===== src/hw/rtl/assert_macros.svh =====
// Assertion macros shared by the transcoder RTL.
`ifndef ASSERT_MACROS_SVH
`define ASSERT_MACROS_SVH

`ifndef SYNTH
`define U8_ASSERT(lbl, clk, rst, prop) \
   lbl: assert property (@(posedge clk) disable iff (rst) (prop)) \
      else $error("assertion failed");
`define U8_NEVER(lbl, clk, rst, expr) \
   lbl: assert property (@(posedge clk) disable iff (rst) !(expr)) \
      else $error("forbidden condition seen");
`else
`define U8_ASSERT(lbl, clk, rst, prop)
`define U8_NEVER(lbl, clk, rst, expr)
`endif

`endif


===== src/hw/rtl/u8u16_pkg.sv =====
// Types, constants and byte classification for the UTF-8 to UTF-16 transcoder.
package u8u16_pkg;

   localparam int UNIT_COUNT_BITS = 16;
   localparam int MAX_UNITS_BITS  = 16;
   localparam int CMP_BITS        =
      ((UNIT_COUNT_BITS > MAX_UNITS_BITS) ? UNIT_COUNT_BITS : MAX_UNITS_BITS) + 2;
   localparam int CP_BITS         = 21;
   localparam int ADDR_BITS       = 3;
   localparam int FIFO_DEPTH      = 4;
   localparam int FIFO_PTR_BITS   = $clog2(FIFO_DEPTH);
   localparam int FIFO_CNT_BITS   = $clog2(FIFO_DEPTH + 1);

   localparam logic [MAX_UNITS_BITS-1:0] MAX_UNITS_RESET = 16'd64;
   localparam logic                      REG_MAX_UNITS   = 1'b0;

   localparam logic [15:0]        QMARK_UNIT = 16'h003F;
   localparam logic [15:0]        SURR_HI    = 16'hD800;
   localparam logic [15:0]        SURR_LO    = 16'hDC00;
   localparam logic [CP_BITS-1:0] SUPP_BASE  = 21'h10000;

   typedef enum logic [1:0] {
      SEQ_LEN1 = 2'd0,
      SEQ_LEN2 = 2'd1,
      SEQ_LEN3 = 2'd2,
      SEQ_LEN4 = 2'd3
   } seq_len_type;

   typedef struct packed {
      logic        is_zero;
      logic        is_cont;
      logic        is_ascii;
      seq_len_type len;
      logic [4:0]  lead_bits;
   } byte_class_type;

   typedef struct packed {
      logic [7:0]     data;
      byte_class_type cls;
   } byte_entry_type;

   typedef struct packed {
      logic           valid;
      byte_entry_type entry;
   } head_type;

   function automatic byte_class_type classify(input logic [7:0] b);
      byte_class_type c;
      c.is_zero  = (b == 8'h00);
      c.is_cont  = (b[7:6] == 2'b10);
      c.is_ascii = (b[7] == 1'b0);
      if (b inside {[8'h00:8'h7F]}) begin
         c.len       = SEQ_LEN1;
         c.lead_bits = b[4:0];
      end else if (b inside {[8'h80:8'hDF]}) begin
         c.len       = SEQ_LEN2;
         c.lead_bits = b[4:0];
      end else if (b inside {[8'hE0:8'hEF]}) begin
         c.len       = SEQ_LEN3;
         c.lead_bits = {1'b0, b[3:0]};
      end else begin
         c.len       = SEQ_LEN4;
         c.lead_bits = {2'b00, b[2:0]};
      end
      return c;
   endfunction

endpackage


===== src/hw/rtl/u8u16_front.sv =====
// Front end: takes input beats, classifies each byte and queues it for the back end.
module u8u16_front
   import u8u16_pkg::*;
(
   input  logic       clock,
   input  logic       reset,
   input  logic       req_valid,
   output logic       req_stall,
   input  logic [7:0] req_in_byte,
   output head_type   head,
   input  logic       pop
);

   byte_entry_type            q_ff [FIFO_DEPTH];
   logic [FIFO_PTR_BITS-1:0]  wr_ptr_ff, wr_ptr_in;
   logic [FIFO_PTR_BITS-1:0]  rd_ptr_ff, rd_ptr_in;
   logic [FIFO_CNT_BITS-1:0]  cnt_ff, cnt_in;
   logic                      push;
   byte_entry_type            push_entry;

   assign req_stall        = (cnt_ff == FIFO_CNT_BITS'(FIFO_DEPTH));
   assign push             = req_valid && !req_stall;
   assign push_entry.data  = req_in_byte;
   assign push_entry.cls   = classify(req_in_byte);
   assign head.valid       = (cnt_ff != '0);
   assign head.entry       = q_ff[rd_ptr_ff];

   always_comb begin
      wr_ptr_in = push ? wr_ptr_ff + FIFO_PTR_BITS'(1) : wr_ptr_ff;
      rd_ptr_in = pop  ? rd_ptr_ff + FIFO_PTR_BITS'(1) : rd_ptr_ff;
      cnt_in    = cnt_ff;
      if (push && !pop) begin
         cnt_in = cnt_ff + FIFO_CNT_BITS'(1);
      end else if (pop && !push) begin
         cnt_in = cnt_ff - FIFO_CNT_BITS'(1);
      end
   end

   always_ff @(posedge clock) begin
      if (reset) begin
         wr_ptr_ff <= '0;
         rd_ptr_ff <= '0;
         cnt_ff    <= '0;
      end else begin
         wr_ptr_ff <= wr_ptr_in;
         rd_ptr_ff <= rd_ptr_in;
         cnt_ff    <= cnt_in;
      end
   end

   always_ff @(posedge clock) begin
      if (push) begin
         q_ff[wr_ptr_ff] <= push_entry;
      end
   end

`include "assert_macros.svh"

   `U8_NEVER(a_fifo_bound, clock, reset, cnt_ff > FIFO_CNT_BITS'(FIFO_DEPTH))
   `U8_NEVER(a_pop_empty, clock, reset, pop && (cnt_ff == '0))
   `U8_NEVER(a_ptr_gap, clock, reset, FIFO_PTR_BITS'(wr_ptr_ff - rd_ptr_ff) != cnt_ff[FIFO_PTR_BITS-1:0])

endmodule


===== src/hw/rtl/u8u16_back.sv =====
// Back end: sequence assembly, replay after bad continuations, capacity and output register.
module u8u16_back
   import u8u16_pkg::*;
(
   input  logic                      clock,
   input  logic                      reset,
   input  head_type                  head,
   output logic                      pop,
   input  logic [MAX_UNITS_BITS-1:0] max_units,
   output logic                      rsp_valid,
   input  logic                      rsp_stall,
   output logic [15:0]               rsp_code_unit,
   output logic                      rsp_is_last
);

   // output register and held low surrogate
   logic                       rsp_valid_ff, rsp_valid_in;
   logic [15:0]                code_ff, code_in;
   logic                       last_ff, last_in;
   logic                       lo_pend_ff, lo_pend_in;
   logic [15:0]                lo_unit_ff, lo_unit_in;
   // sequence state
   logic [1:0]                 pend_cnt_ff, pend_cnt_in;
   seq_len_type                lead_len_ff, lead_len_in;
   logic [4:0]                 lead_bits_ff, lead_bits_in;
   logic [7:0]                 pend1_ff, pend1_in;
   logic [7:0]                 pend2_ff, pend2_in;
   logic [UNIT_COUNT_BITS-1:0] uw_ff, uw_in;
   logic                       stopped_ff, stopped_in;
   // replay buffer
   logic [7:0]                 rep_ff [3];
   logic [7:0]                 rep_in [3];
   logic [1:0]                 rep_cnt_ff, rep_cnt_in;

   logic                       out_free;
   logic                       from_rep;
   logic                       src_valid;
   logic                       step;
   logic [7:0]                 b;
   byte_class_type             bc;
   logic [1:0]                 rest_cnt;
   logic [CMP_BITS-1:0]        uw_p1, uw_p2, max_ext;
   logic                       no_room1, no_room2;
   logic [CP_BITS-1:0]         cp, cpm;

   assign out_free  = !rsp_valid_ff || !rsp_stall;
   assign from_rep  = (rep_cnt_ff != 2'd0);
   assign src_valid = from_rep || head.valid;
   assign step      = out_free && !lo_pend_ff && src_valid;
   assign pop       = step && !from_rep;
   assign b         = from_rep ? rep_ff[0] : head.entry.data;
   assign bc        = from_rep ? classify(rep_ff[0]) : head.entry.cls;
   assign rest_cnt  = from_rep ? rep_cnt_ff - 2'd1 : 2'd0;

   assign max_ext  = CMP_BITS'(max_units);
   assign uw_p1    = CMP_BITS'(uw_ff) + CMP_BITS'(1);
   assign uw_p2    = CMP_BITS'(uw_ff) + CMP_BITS'(2);
   assign no_room1 = (uw_p1 >= max_ext);
   assign no_room2 = (uw_p2 >= max_ext);

   always_comb begin
      case (pend_cnt_ff)
         2'd1:    cp = CP_BITS'({lead_bits_ff, b[5:0]});
         2'd2:    cp = CP_BITS'({lead_bits_ff, pend1_ff[5:0], b[5:0]});
         2'd3:    cp = CP_BITS'({lead_bits_ff, pend1_ff[5:0], pend2_ff[5:0], b[5:0]});
         default: cp = '0;
      endcase
      cpm = cp - SUPP_BASE;
   end

   always_comb begin
      rsp_valid_in = rsp_valid_ff && rsp_stall;
      code_in      = code_ff;
      last_in      = last_ff;
      lo_pend_in   = lo_pend_ff;
      lo_unit_in   = lo_unit_ff;
      pend_cnt_in  = pend_cnt_ff;
      lead_len_in  = lead_len_ff;
      lead_bits_in = lead_bits_ff;
      pend1_in     = pend1_ff;
      pend2_in     = pend2_ff;
      uw_in        = uw_ff;
      stopped_in   = stopped_ff;
      rep_in       = rep_ff;
      rep_cnt_in   = rep_cnt_ff;

      if (out_free && lo_pend_ff) begin
         rsp_valid_in = 1'b1;
         code_in      = lo_unit_ff;
         last_in      = 1'b0;
         lo_pend_in   = 1'b0;
      end

      if (step) begin
         if (from_rep) begin
            rep_in[0]  = rep_ff[1];
            rep_in[1]  = rep_ff[2];
            rep_cnt_in = rep_cnt_ff - 2'd1;
         end
         if (stopped_ff) begin
            if (bc.is_zero) begin
               stopped_in  = 1'b0;
               uw_in       = '0;
               pend_cnt_in = 2'd0;
            end
         end else if (pend_cnt_ff == 2'd0) begin
            if (bc.is_zero) begin
               rsp_valid_in = 1'b1;
               code_in      = '0;
               last_in      = 1'b1;
               uw_in        = '0;
            end else if (no_room1) begin
               rsp_valid_in = 1'b1;
               code_in      = '0;
               last_in      = 1'b1;
               stopped_in   = 1'b1;
            end else if (bc.is_ascii) begin
               rsp_valid_in = 1'b1;
               code_in      = {8'h00, b};
               last_in      = 1'b0;
               uw_in        = uw_ff + UNIT_COUNT_BITS'(1);
            end else begin
               lead_len_in  = bc.len;
               lead_bits_in = bc.lead_bits;
               pend_cnt_in  = 2'd1;
            end
         end else if (!bc.is_cont) begin
            // bad continuation: '?' for the lead, the rest goes round again
            rsp_valid_in = 1'b1;
            code_in      = QMARK_UNIT;
            last_in      = 1'b0;
            uw_in        = uw_ff + UNIT_COUNT_BITS'(1);
            pend_cnt_in  = 2'd0;
            rep_cnt_in   = pend_cnt_ff + rest_cnt;
            case (pend_cnt_ff)
               2'd1: begin
                  rep_in[0] = b;
                  rep_in[1] = rep_ff[1];
                  rep_in[2] = rep_ff[2];
               end
               2'd2: begin
                  rep_in[0] = pend1_ff;
                  rep_in[1] = b;
                  rep_in[2] = rep_ff[1];
               end
               2'd3: begin
                  rep_in[0] = pend1_ff;
                  rep_in[1] = pend2_ff;
                  rep_in[2] = b;
               end
               default: begin
                  rep_in = rep_ff;
               end
            endcase
         end else if (pend_cnt_ff < 2'(lead_len_ff)) begin
            if (pend_cnt_ff == 2'd1) begin
               pend1_in = b;
            end else begin
               pend2_in = b;
            end
            pend_cnt_in = pend_cnt_ff + 2'd1;
         end else begin
            pend_cnt_in = 2'd0;
            if (cp[CP_BITS-1:16] == '0) begin
               rsp_valid_in = 1'b1;
               code_in      = cp[15:0];
               last_in      = 1'b0;
               uw_in        = uw_ff + UNIT_COUNT_BITS'(1);
            end else if (no_room2) begin
               rsp_valid_in = 1'b1;
               code_in      = '0;
               last_in      = 1'b1;
               stopped_in   = 1'b1;
            end else begin
               rsp_valid_in = 1'b1;
               code_in      = SURR_HI | 16'(cpm >> 10);
               last_in      = 1'b0;
               lo_pend_in   = 1'b1;
               lo_unit_in   = SURR_LO | {6'd0, cpm[9:0]};
               uw_in        = uw_ff + UNIT_COUNT_BITS'(2);
            end
         end
      end
   end

   always_ff @(posedge clock) begin
      if (reset) begin
         rsp_valid_ff <= 1'b0;
         lo_pend_ff   <= 1'b0;
         pend_cnt_ff  <= 2'd0;
         uw_ff        <= '0;
         stopped_ff   <= 1'b0;
         rep_cnt_ff   <= 2'd0;
      end else begin
         rsp_valid_ff <= rsp_valid_in;
         lo_pend_ff   <= lo_pend_in;
         pend_cnt_ff  <= pend_cnt_in;
         uw_ff        <= uw_in;
         stopped_ff   <= stopped_in;
         rep_cnt_ff   <= rep_cnt_in;
      end
   end

   always_ff @(posedge clock) begin
      code_ff      <= code_in;
      last_ff      <= last_in;
      lo_unit_ff   <= lo_unit_in;
      lead_len_ff  <= lead_len_in;
      lead_bits_ff <= lead_bits_in;
      pend1_ff     <= pend1_in;
      pend2_ff     <= pend2_in;
      rep_ff       <= rep_in;
   end

   assign rsp_valid     = rsp_valid_ff;
   assign rsp_code_unit = code_ff;
   assign rsp_is_last   = last_ff;

`include "assert_macros.svh"

   `U8_ASSERT(a_lo_behind_hi, clock, reset, lo_pend_ff |-> rsp_valid_ff)
   `U8_NEVER(a_bytes_bound, clock, reset, (3'(pend_cnt_ff) + 3'(rep_cnt_ff)) > 3'd3)
   `U8_ASSERT(a_last_is_zero, clock, reset, (rsp_valid_ff && last_ff) |-> (code_ff == '0))
   `U8_ASSERT(a_stop_no_seq, clock, reset, stopped_ff |-> (pend_cnt_ff == 2'd0))

endmodule


===== src/hw/rtl/utf8_to_utf16_transcoder_core.sv =====
// Top level of the UTF-8 to UTF-16 transcoder: register port, front end and back end.
//
//   port  | direction | beat
//   ------+-----------+------------------------------------------------
//   req   | in        | one UTF-8 byte; a zero byte ends the string
//   rsp   | out       | one UTF-16 code unit, is_last on the terminator
//   csr   | in/out    | APB-style, max_units at byte address 0
//
// The back end handles one byte a cycle unless rsp stalls or a low surrogate is still
// to be sent; bytes replayed after a bad continuation go through it again.
// A 4-entry queue lets the front end take beats while the back end stalls.
// Synchronous reset; max_units comes back as 64. No clearing pass.
// req_stall rises only when the queue is full; rsp holds while rsp_stall is high.
module utf8_to_utf16_transcoder_core
   import u8u16_pkg::*;
(
   input  logic                 clock,
   input  logic                 reset,
   input  logic                 req_valid,
   output logic                 req_stall,
   input  logic [7:0]           req_in_byte,
   output logic                 rsp_valid,
   input  logic                 rsp_stall,
   output logic [15:0]          rsp_code_unit,
   output logic                 rsp_is_last,
   input  logic                 psel,
   input  logic                 penable,
   input  logic                 pwrite,
   input  logic [ADDR_BITS-1:0] paddr,
   input  logic [31:0]          pwdata,
   output logic [31:0]          prdata,
   output logic                 pready
);

   logic [MAX_UNITS_BITS-1:0] max_units_ff, max_units_in;
   logic                      reg_wr;
   head_type                  head;
   logic                      pop;

   assign pready = 1'b1;
   assign reg_wr = psel && penable && pwrite && pready;
   assign prdata = (paddr[2] == REG_MAX_UNITS) ? 32'(max_units_ff) : '0;

   always_comb begin
      max_units_in = max_units_ff;
      if (reg_wr && (paddr[2] == REG_MAX_UNITS)) begin
         max_units_in = pwdata[MAX_UNITS_BITS-1:0];
      end
   end

   always_ff @(posedge clock) begin
      if (reset) begin
         max_units_ff <= MAX_UNITS_RESET;
      end else begin
         max_units_ff <= max_units_in;
      end
   end

   u8u16_front u_front (
      .clock       (clock),
      .reset       (reset),
      .req_valid   (req_valid),
      .req_stall   (req_stall),
      .req_in_byte (req_in_byte),
      .head        (head),
      .pop         (pop)
   );

   u8u16_back u_back (
      .clock         (clock),
      .reset         (reset),
      .head          (head),
      .pop           (pop),
      .max_units     (max_units_ff),
      .rsp_valid     (rsp_valid),
      .rsp_stall     (rsp_stall),
      .rsp_code_unit (rsp_code_unit),
      .rsp_is_last   (rsp_is_last)
   );

endmodule

===== config.mk =====
export PLATFORM = sky130hd
export DESIGN_NAME = utf8_to_utf16_transcoder_core
export DESIGN_NICKNAME = d
export VERILOG_FILES = /design/src/hw/rtl/u8u16_pkg.sv /design/src/hw/rtl/u8u16_front.sv /design/src/hw/rtl/u8u16_back.sv /design/src/hw/rtl/utf8_to_utf16_transcoder_core.sv
export VERILOG_INCLUDE_DIRS = /design/src /design/src/hw/rtl
export SDC_FILE = /design/constraint.sdc
export NUM_CORES = 1
export LEC_CHECK = 0
export BUFFER_PORTS_ARGS = -buffer_cell sky130_fd_sc_hd__buf_2
export CORE_ASPECT_RATIO = 1.2
export CORE_UTILIZATION = 27
export CTS_BUF_LIST = sky130_fd_sc_hd__clkbuf_8
export DETAILED_ROUTE_END_ITERATION = 12
export SYNTH_ARGS = -nofsm -noshare
export SYNTH_HDL_FRONTEND = slang
export SYNTH_SLANG_ARGS = --single-unit

===== constraint.sdc =====
create_clock -name clock -period 9 [get_ports clock]
set_input_delay 0.45 -clock clock [delete_from_list [all_inputs] [get_ports clock]]
set_output_delay 0.45 -clock clock [all_outputs]
set_load 0.02 [all_outputs]

* Word level (Yosys, flattened, before mapping)
Memories as Yosys holds them, arrays and structs flattened. A register that Yosys moved wholly into a read port is not among the register bits.
Index checks and enable logic that the tools add are counted.
** Cells by class
- $add $sub $neg :: 12
- Magnitude comparators :: 15
- Equality and inequality tests :: 15
- Mux-type cells :: 90
- Bitwise gates (word level) :: 13
- Reductions and logical operators :: 45
** Operators by type and width (count)
- 16-bit 2-to-1 mux :: 23
- 24-bit 2-to-1 mux :: 3
- 24-bit case mux with 3 select lines :: 1
- 21-bit case mux with 3 select lines :: 1
- 1-bit 2-to-1 mux :: 37
- 18-bit by 16-bit greater-or-equal comparator with 1-bit output :: 2
- 8-bit greater-or-equal comparator (second input constant) :: 4
- 8-bit <= comparator (second input constant) :: 4
- 2-bit 2-to-1 mux :: 15
- 6-bit AND reduction :: 5
- 7-bit 2-to-1 mux :: 4
- 21-bit by 17-bit subtractor with 21-bit output (second input constant) :: 1
- 16-bit by 1-bit adder with 17-bit output (second input constant) :: 1
- 16-bit by 2-bit adder with 17-bit output (second input constant) :: 1
- 1-bit logical AND :: 17
- 16-bit by 1-bit adder with 16-bit output (second input constant) :: 1
- 16-bit by 2-bit adder with 16-bit output (second input constant) :: 1
- 8-bit by 1-bit greater-or-equal comparator with 1-bit output (second input constant) :: 2
- 8-bit by 7-bit <= comparator with 1-bit output (second input constant) :: 2
- 8-bit logical NOT :: 2
- 1-bit NOT :: 13
- 6-bit 2-to-1 mux :: 2
- 3-bit by 2-bit inequality test with 1-bit output (second input constant) :: 4
- 10-bit 2-to-1 mux :: 1
- 28 further kinds :: 43
** Storage, ports and cells
- Flip-flop bits (word level) :: 120
- Memory bits (writable) :: 72
- Bits of input ports :: 50
- Output and inout bits :: 52
- Word-level logic and storage cells :: 211
- Memories :: 1
** Memories
- u_front.q_ff :: depth 4, width 18, read ports 1, clocked after Yosys merged registers in 1, write ports 1, RTL line u8u16_front.sv:14 : byte_entry_type q_ff [FIFO_DEPTH];

* Logic depth before layout (Yosys ltp)
- Depth after elaboration :: 12
- Depth in mapped cells :: 16
- Mapped depth without buffers :: 15

* Modules after synthesis
A second synthesis with hierarchy kept.
** Second synthesis, totals
- Cell total of the unflattened synthesis :: 985
- Area total of the unflattened synthesis :: 10299.9 um2
** By module, submodules not included
- u8u16_back :: times used 1, cells each 740, area each 6596.3 um2, seq. area each 2512.4 um2
- u8u16_front :: times used 1, cells each 139, area each 2721.4 um2, seq. area each 1981.9 um2
- utf8_to_utf16_transcoder_core :: times used 1, cells each 106, area each 982.2 um2, seq. area each 320.3 um2

* Worst setup path before layout
Ideal clock, no wire load.
- Kind :: register to register
- Start point :: register u_back.uw_ff[1]
- End point :: register u_back.lo_unit_ff[0], enable pin
- Setup time :: 0.395 ns
- Arrival :: 3.455 ns
- Required time :: 8.605 ns
- Path slack :: 5.150 ns
- Stages on the path, launching flop included :: 13
- Buffers on the path :: 0
- Clock period less this slack :: 3.850 ns
- Path through :: dfxtp_1 -> ha_1 -> nand2_1 -> nor3_1 -> nand3_1 -> nor3_1 -> xor2_1 -> ha_1 -> nand2_1 -> nor2_1 -> o31ai_1 -> nand4_1 -> nor3_1
** Between the ends
- Cells in the longest elaborated chain, start to end :: 4
** Ends and longest elaborated chain
- start: declaration :: RTL line u8u16_back.sv:28 : logic [UNIT_COUNT_BITS-1:0] uw_ff, uw_in;
- start signal: assignment :: RTL line u8u16_back.sv:198 : uw_ff <= uw_in;
- 16-bit by 2-bit adder with 17-bit output :: RTL line u8u16_back.sv:57 : assign uw_p2 = CMP_BITS'(uw_ff) + CMP_BITS'(2);
- 18-bit by 16-bit greater-or-equal comparator with 1-bit output :: RTL line u8u16_back.sv:59 : assign no_room2 = (uw_p2 >= max_ext);
- 1-bit NOT (no line)
- 7-bit AND reduction (no line)
- end signal: assignment :: RTL line u8u16_back.sv:207 : lo_unit_ff <= lo_unit_in;
- end: declaration :: RTL line u8u16_back.sv:21 : logic [15:0] lo_unit_ff, lo_unit_in;
Every way passes these cells.
A chain may end at the register's enable or synchronous reset.

* Worst setup path after layout
- Start point :: register u_back.uw_ff[1]
- End point :: register u_back.code_ff[9] (netlist: u_back.rsp_code_unit[9])
** Between the ends
- Cells in the longest elaborated chain, start to end :: 9
- Elaborated cells on any way between the ends :: 13
- Classes of those cells :: add/sub: 2; order compare: 2; mux: 9
** Ends and longest elaborated chain
- 16-bit by 2-bit adder with 17-bit output :: RTL line u8u16_back.sv:57
- 18-bit by 16-bit greater-or-equal comparator with 1-bit output :: RTL line u8u16_back.sv:59
- 16-bit 2-to-1 mux :: RTL line u8u16_back.sv:169 : end else if (no_room2) begin
- 16-bit 2-to-1 mux :: RTL line u8u16_back.sv:164 : if (cp[CP_BITS-1:16] == '0) begin
- 16-bit 2-to-1 mux :: RTL line u8u16_back.sv:155 : end else if (pend_cnt_ff < 2'(lead_len_ff)) begin
- 16-bit 2-to-1 mux :: RTL line u8u16_back.sv:127 : end else if (!bc.is_cont) begin
- 16-bit 2-to-1 mux * :: RTL line u8u16_back.sv:106 : end else if (pend_cnt_ff == 2'd0) begin
- 16-bit 2-to-1 mux * :: RTL line u8u16_back.sv:100 : if (stopped_ff) begin
- 16-bit 2-to-1 mux * :: RTL line u8u16_back.sv:94 : if (step) begin
- via u_back.code_in[9] :: RTL line u8u16_back.sv:18 : logic [15:0] code_ff, code_in;
- end signal: assignment :: RTL line u8u16_back.sv:205 : code_ff <= code_in;
- end: declaration :: RTL line u8u16_back.sv:18
Mark *: on every way through the listed nets, which the timed path passes. The rest lies on a longest branch.

==> impl_metrics.yaml <==
place:
  dpl.hpwl_um: 17500
  pre_cts_slack_ns: 4.00
  port_buffers: 66
  dpl_cell_area_um2: 10800
  gp_congestion: 0.853
global_route:
  grtUsageTotal_pct: 13.5
  grt_pass1_wl_um: 40000
  grt_pass1_vias: 7330
  grt_max_degree: 51
  overflow: 0
  antenna_found_initial: 0
run_status:
  status: "completed"
final_layout:
  fin_nets: 1124
  syn2layout_area_growth_pct: 11.4
  drive_above_1_share_pct: 14.7
  num_antenna_cells: 0
  stdcell_area_um2: 11200
timing:
  rsz0062_at_grt: "false"
  hold-worst-slack_ns: 0.175
  finalWorstSetupSlack_ns: 3.91
  fin_crit_sh_pct: 56.5
  fmax_mhz: 196
  finalMaxSlewViolations: 0
  tns_ns: 0
  period_needed_ns: 5.09
  hold_violations: 0
  clock-skew-final_ns: 0.0173
  setup_viol: 0
  relSlewSlack_pct: 32.3
  worst_pin_slew_ns: 1.01
yosys:
  syn_avg_cell_area_um2: 10.2
  synth.yosys.seq_area_share_pct: 47.9
  synth_ff_type: "edfxtp_1"
  ys_async_sr_fraction_pct: 0
  syn_area_um2: 10000
  synth_warnings: 0
  synth-edff-count: 117
  ys_ff_latch: 182
  synth_cell_types: 78
  syn_inst: 981
die:
  initial_utilization_pct: 27.4
  io_pins: 102
  die_w_um: 178
  rows: 77
  coreArea_um2: 36700
  die_h_um: 213
  die_area_um2: 38000
routing:
  drc: 0
  antenna_left: 0
  vias_per_cell: 5.06
  drtIter0Drc: 588
  first_pass_iters: 5
  finalWirelength_um: 25100
  vias: 7651
  wl_per_cell_um: 16.6
clock_network:
  insertion_delay_ns: 0.48
  tritoncts: "yes"
  clkTransAtPathRegs_ns: 0.11
  clockRootBuffer: "clkbuf_8"
  htree_levels: 4
  cts_sinks: 182
  hold_buffers: 0
  cts_resized: 0
  cts-buffers-inserted: 17
  clk_path_buf_depth: 2
  postCtsSetupRepairBufs: 0
critical_path:
  critPathTopFamily: "simple AND/OR/NAND/NOR gates"
  startpoint_type: "flop"
  cp.required_ns: 9.37
  worst_path_max_delay_cell: "nor3_1"
  crit_chain: "ha_1 > nand2_1 > nor3_1 > nand3_1 > nor3_1 > nand2_1 > xnor2_1 > ha_1 > nand4_1 > or2_2 > a311oi_1 > nor4_2 > buf_4 > a221oi_2 > a21oi_1 > or3_1"
  endpoint_kind: "flop"
  worstPathArrival_ns: 5.46
  cp_slowest_stage_delay_ns: 0.54
  worstPathMaxFanout: 12
  path_class: "reg2reg"
  critPathBufInv: 1
power_and_ir_drop:
  p_leak_nw: 4.15
  ir_drop_mv: 0.112
  power.density_nw_per_um2: 270
hold_path:
  hp-class: "in2reg"
run:
  cap_violations: 0
==> cell families after synthesis <==
kind of cell    after synthesis  share of synthesized area (%)
buf+inv                     103                           4.70
fa+ha+maj                    48                           6.05
other cells                   2                         0.0748
compound gates              211                           15.1
xor+xnor                     35                           3.05
simple gates                354                           16.5
flops                       182                           47.9
mux                          46                           6.59
==> metal layers <==
metal  GRT usage (%)  vias up  wire [µm]
met4            5.31        0        611
met2            22.4      215      12200
met5               0        -          0
li1                -     3678          -
met1            17.6     3722      11100
met3            1.99       36       1140
==> cells in the mapped netlist, drive strengths merged, types with 10 or more instances <==
cell type / count / share of area (%)
dfxtp: 65 / 13
inv: 31 / 1.2
mux4: 15 / 3.4
a21oi: 41 / 2.0
nand4: 15 / 1.0
and3: 10 / 0.62
a221oi: 14 / 1.3
buf: 26 / 1.8
xnor2: 19 / 1.7
nand2: 150 / 5.7
a22o: 11 / 0.96
edfxtp: 117 / 35
nor2b: 16 / 1.0
o22ai: 10 / 0.62
ha: 47 / 5.9
xor2: 16 / 1.4
a31oi: 22 / 1.4
clkbuf: 45 / 1.7
nand2b: 15 / 0.93
o21ai: 26 / 1.4
nand3: 24 / 1.4
a22oi: 10 / 0.75
a211oi: 16 / 1.2
mux2i: 23 / 2.3
nor3: 12 / 0.60
nor2: 79 / 3.0
==> registers in the layout, summed over array words and instances (netlist names), named ones only <==
register              count
u_back.pend_cnt_ff        2
u_back.lead_len_ff        2
u_back.stopped_ff         1
u_back.lo_unit_ff        10
u_back.pend2_ff           8
u_back.lo_pend_ff         1
u_back.rsp_valid          1
u_back.uw_ff             16
u_front.wr_ptr_ff         2
u_front.q_ff             60
u_back.rsp_code_unit     16
u_back.pend1_ff           8
u_back.rsp_is_last        1
u_front.rd_ptr_ff         2
max_units_ff             16
u_back.lead_bits_ff       5
u_back.rep_ff            24
u_front.cnt_ff            3
u_back.rep_cnt_ff         2
==> worst paths after layout <==
kind                                               startpoint                              end  slack (ns)  cells after the start
worst min-delay path                                pwdata[6]     max_units_ff[6]$_SDFFE_PP1P_        0.18                      2
worst max register to register   u_back.uw_ff[1]$_SDFFE_PP0P_  u_back.rsp_code_unit[9]$_DFF_P_        3.91                     16
worst min register to register  max_units_ff[15]$_SDFFE_PP0P_    max_units_ff[15]$_SDFFE_PP0P_        0.46                      2
worst max-delay path             u_back.uw_ff[1]$_SDFFE_PP0P_  u_back.rsp_code_unit[9]$_DFF_P_        3.91                     16
==> layout make-up <==
type	count	area [µm²]
multi-input combinational	711	4820
clock buffer	17	234
clock inverter	15	154
sequential	182	4810
fill	3748	25500
tap	474	593
timing repair buffer	82	450
inverter	32	120
==> worst register-to-register path, stage by stage (launching register included) <==
cell	delay (ns)
dfxtp_1	0.52
ha_1	0.31
nand2_1	0.09
nor3_1	0.54
nand3_1	0.26
nor3_1	0.48
nand2_1	0.13
xnor2_1	0.15
ha_1	0.31
nand4_1	0.08
or2_2	0.31
a311oi_1	0.49
nor4_2	0.13
buf_4	0.22
a221oi_2	0.48
a21oi_1	0.08
or3_1	0.39
==> where the power goes <==
part	internal, W	switching [W]	total (W)
combinational	0.000441	0.000818	0.00126
clock	0.000207	0.000346	0.000554
sequential	0.00110	0.000115	0.00121
total	0.00174	0.00128	0.00302
==> metrics by stage <==
stage	util (%)	power, W	cells
after floorplan	-	0.00211	996
after global placement	29.4	0.00245	1481
after detailed placement	29.4	0.00248	1481
after CTS	30.5	0.00304	1513
after global routing	30.5	0.00320	1513
final	30.5	0.00302	1513
==> cell usage in the layout, fill, tap and decap left out, types with 13 or more instances in the layout <==
cell type and n:
a21oi_1 41, nor2_1 77, nor2b_1 16, xnor2_1 19, buf_4 16, clkbuf_8 17, nand3_1 22, conb_1 17
ha_1 47, buf_2 66, a221oi_1 13, dfxtp_1 65, a211oi_1 16, nand4_1 14, inv_1 32, mux4_2 15
nand2_1 149, nand2b_1 15, a31oi_1 22, mux2i_1 23, edfxtp_1 117, xor2_1 16, o21ai_0 24
No activity file was read; power rests on OpenSTA's default activity.
